[src/rtl/rto_pkg.sv]
// Shared constants for the rectangle/triangle overlap core.
package rto_pkg;

	localparam int BYTE_W      = 8;
	localparam int NUM_EDGES   = 3;
	localparam int OUT_TDATA_W = BYTE_W;

endpackage

[src/rtl/rto_skid.sv]
// Output register with a skid slot, so the upstream ready comes from flops only.
module rto_skid import rto_pkg::*; (
	input  logic                   clk,
	input  logic                   arst_n,
	input  logic                   in_valid,
	output logic                   in_ready,
	input  logic [OUT_TDATA_W-1:0] in_data,
	output logic                   m_tvalid,
	input  logic                   m_tready,
	output logic [OUT_TDATA_W-1:0] m_tdata
);

	logic                   out_v_q, skid_v_q;
	logic [OUT_TDATA_W-1:0] out_q, skid_q;

	assign in_ready = ~skid_v_q;
	assign m_tvalid = out_v_q;
	assign m_tdata  = out_q;

	always_ff @(posedge clk or negedge arst_n) begin
		if (!arst_n) begin
			out_v_q  <= 1'b0;
			skid_v_q <= 1'b0;
		end else begin
			if (out_v_q && m_tready) begin
				if (skid_v_q) begin
					skid_v_q <= 1'b0;
				end else begin
					out_v_q <= in_valid;
				end
			end else if (!out_v_q) begin
				out_v_q <= in_valid;
			end else if (in_valid && !skid_v_q) begin
				skid_v_q <= 1'b1;
			end
		end
	end

	always_ff @(posedge clk) begin
		if (out_v_q && m_tready) begin
			out_q <= skid_v_q ? skid_q : in_data;
		end else if (!out_v_q) begin
			out_q <= in_data;
		end
		if (in_valid && !skid_v_q && out_v_q && !m_tready) begin
			skid_q <= in_data;
		end
	end

endmodule
[config.mk]
export PLATFORM = sky130hd
export DESIGN_NAME = rto_skid
export DESIGN_NICKNAME = d
export VERILOG_FILES = /design/src/rtl/rto_pkg.sv /design/src/rtl/rto_skid.sv
export SDC_FILE = /design/constraint.sdc
export NUM_CORES = 1
export LEC_CHECK = 0
export BUFFER_PORTS_ARGS = -buffer_cell sky130_fd_sc_hd__buf_2
export CAP_MARGIN = 15
export CORE_UTILIZATION = 50
export CTS_CLUSTER_DIAMETER = 150
export DETAILED_ROUTE_END_ITERATION = 16
export PLACE_DENSITY = 0.78
export SYNTH_ARGS = -nofsm -noshare
export SYNTH_HDL_FRONTEND = slang
export SYNTH_SLANG_ARGS = --single-unit
[constraint.sdc]
create_clock -name clk -period 4.55 [get_ports clk]
set_input_delay 0.2275 -clock clk [delete_from_list [all_inputs] [get_ports clk]]
set_output_delay 0.2275 -clock clk [all_outputs]
set_load 0.005 [all_outputs]
==> impl_metrics.json <==
{
  "vias": 377,
  "synth_top_area_cell": "edfxtp_1",
  "clock.fmax_mhz": 474,
  "finalHoldViolCount": 0,
  "area_growth_pct": 24.9,
  "fillerInstances": 75,
  "first_pass_iters": 2,
  "synth_nets": 46,
  "min_to": "skid_q[3]$_DFFE_PP_",
  "htree_levels": 1,
  "core_um2": 1190,
  "hp-class": "in2reg",
  "grt_pass1_wl_mm": 1.64,
  "cap_violations": 0,
  "setup-tns-final_ns": 0,
  "worstSkewPairLatency_ns": 0.29,
  "netlist_area_um2": 679,
  "grt.overflow.total": 0,
  "synthSimpleGateAreaFrac_pct": 5.52,
  "final_common_cell": "buf_2",
  "netlist.area_leader.share_pct": 70.7,
  "clockBufferDepth": 2,
  "pre_cts_slack_ns": 2.40,
  "numClockSinks": 18,
  "regArea_um2": 531,
  "synth_seq_cells": 18,
  "holdPathStages": 1,
  "drive_above_1_share_pct": 56.7,
  "synth-compound-area-share_pct": 2.58,
  "ioPinCount": 22,
  "seq_area_frac_synth_pct": 78.1,
  "crit_arrival_ns": 2.02,
  "cts_hold_buf": 1,
  "r2r_slack_ns": 2.44,
  "skew_ns": 0.00855,
  "drv_slew": 0,
  "timing.final.crit_share_pct": 46.4,
  "timing.rr.start": "m_tvalid$_DFFE_PN0P_",
  "worst_pin_slew_ns": 1.10,
  "io_buffers": 21,
  "cts-resized-gates": 0,
  "slew_headroom_pct": 26.5,
  "cp.required_ns": 4.46,
  "critical_path_class": "reg2reg",
  "root_buffer": "clkbuf_4",
  "vdd_drop_max_mv": 0.204,
  "end_kind": "flop",
  "rsz0062_at_grt": "false",
  "row_count": 12,
  "place_congestion": 0.606,
  "track_usage_pct": 17.6,
  "layout_min_cycle_time_ns": 2.11,
  "fin_ws_ns": 2.44,
  "start_kind": "flop",
  "drt_iter0_drc": 3,
  "drt-total-wl_mm": 1.04,
  "post-cts-setup-buffers": 0,
  "yosys_warnings": 0,
  "path_clk_slew_ns": 0.10,
  "num_antenna_cells": 0,
  "cp_max_fo": 9,
  "ys_top_cells_by_area": "edfxtp_1 71%, mux2_2 13%, dfrtp_1 7.4%",
  "grt_max_degree": 11,
  "multi_input_area_um2": 145,
  "power_density_nw_per_um2": 392,
  "die_h_um": 38.9,
  "wl_per_cell_um": 14.0,
  "fin_nets": 73,
  "vias_per_cell": 5.09,
  "dieArea_um2": 1510,
  "die_x_um": 38.9,
  "whs_ns": 0.128,
  "drc_errors": 0,
  "layout_common_cells": "21 x buf_2, 16 x edfxtp_1, 8 x mux2_2, 3 x clkbuf_4",
  "synth_mux_area_share_pct": 13.3,
  "grt_pass1_vias": 380,
  "synthAdderAreaFrac_pct": 0,
  "outcome": "completed",
  "r2r_end": "skid_q[1]$_DFFE_PP_",
  "antenna_found_initial": 0,
  "numCtsBuffers": 3,
  "start_util_pct": 57.3,
  "syn_inst": 34,
  "ant_nets": 0,
  "syn_avg_cell_area_um2": 20.0,
  "p_leak_nw": 0.337,
  "setup_violations": 0,
  "cts_tree": "built",
  "synth.distinct_cells": 9,
  "synth_xor_area_share_pct": 0,
  "reg2reg_depth": 2,
  "synth_top_family_by_area": "multiplexers",
  "holdCritStartpoint": "in_data[3]"
}
[state kept, by name (all words and copies together), names as in the netlist]
signal,cells
m_tvalid,1
skid_v_q,1
m_tdata,8
skid_q,8
[cell families (layout without fill, tap and decap cells)]
group | count (synthesis) | in the layout
DFF | 18 | 18
muxes | 8 | 8
and+or+nand+nor | 4 | 4
AOI/OAI and AO/OA | 3 | 3
buffers and inverters | 1 | 27
[through the flow]
step | std cells | cell area (µm²) | total power, W | util, %
6_report | 74 | 848 | 0.000333 | 71.5
5_1_grt | 74 | 848 | 0.000348 | 71.5
4_1_cts | 74 | 848 | 0.000335 | 71.5
3_5_place_dp | 69 | 802 | 0.000241 | 67.6
3_3_place_gp | 69 | 802 | 0.000240 | 67.6
2_1_floorplan | 34 | 679 | 0.000222 | -
[power by group]
part           switching (W)  internal (W)  leakage [nW]
registers         0.00000588      0.000195         0.176
clock network      0.0000465     0.0000487        0.0210
logic              0.0000171     0.0000194         0.141
total              0.0000695      0.000263         0.337
[Yosys cell counts, drive strengths merged]
cell type and number:
inv 1, dfrtp 2, nor3b 1, mux2 8, nand3 1, a21oi 2
edfxtp 16, nand2b 2, a21o 1
[critical path, stage by stage, from the launching register on]
cell      delay [ns]
dfrtp_1         0.47
nand2b_1        0.29
nor3b_1         0.97
[worst max path at each step]
stage                               from                   to  slack (ns)
floorplan           m_tvalid$_DFFE_PN0P_  skid_q[0]$_DFFE_PP_        2.74
global route        m_tvalid$_DFFE_PN0P_  skid_q[3]$_DFFE_PP_        2.33
CTS                 m_tvalid$_DFFE_PN0P_  skid_q[0]$_DFFE_PP_        2.40
detailed placement  m_tvalid$_DFFE_PN0P_  skid_q[7]$_DFFE_PP_        2.40
global placement    m_tvalid$_DFFE_PN0P_  skid_q[0]$_DFFE_PP_        2.50
finish              m_tvalid$_DFFE_PN0P_  skid_q[1]$_DFFE_PP_        2.44
[final cells by class]
| cell class | instances | share of cell area (%) |
|---|---|---|
| clock buffer | 4 | 4.28 |
| inverter | 1 | 0.442 |
| multi-input combinational | 15 | 17.1 |
| sequential | 18 | 62.5 |
| tap | 14 | 2.06 |
| timing repair buffer | 22 | 13.6 |
[routing by layer]
| metal | up-vias | track usage, % | share of wire [%] |
|---|---|---|---|
| met3 | 0 | 5.20 | 4.7 |
| met4 | 0 | 7.76 | 0 |
| met2 | 14 | 28.7 | 51 |
| met5 | - | 0 | 0 |
| li1 | 183 | - | - |
| met1 | 180 | 21.4 | 44 |
No activity file was read; power rests on OpenSTA's default activity.
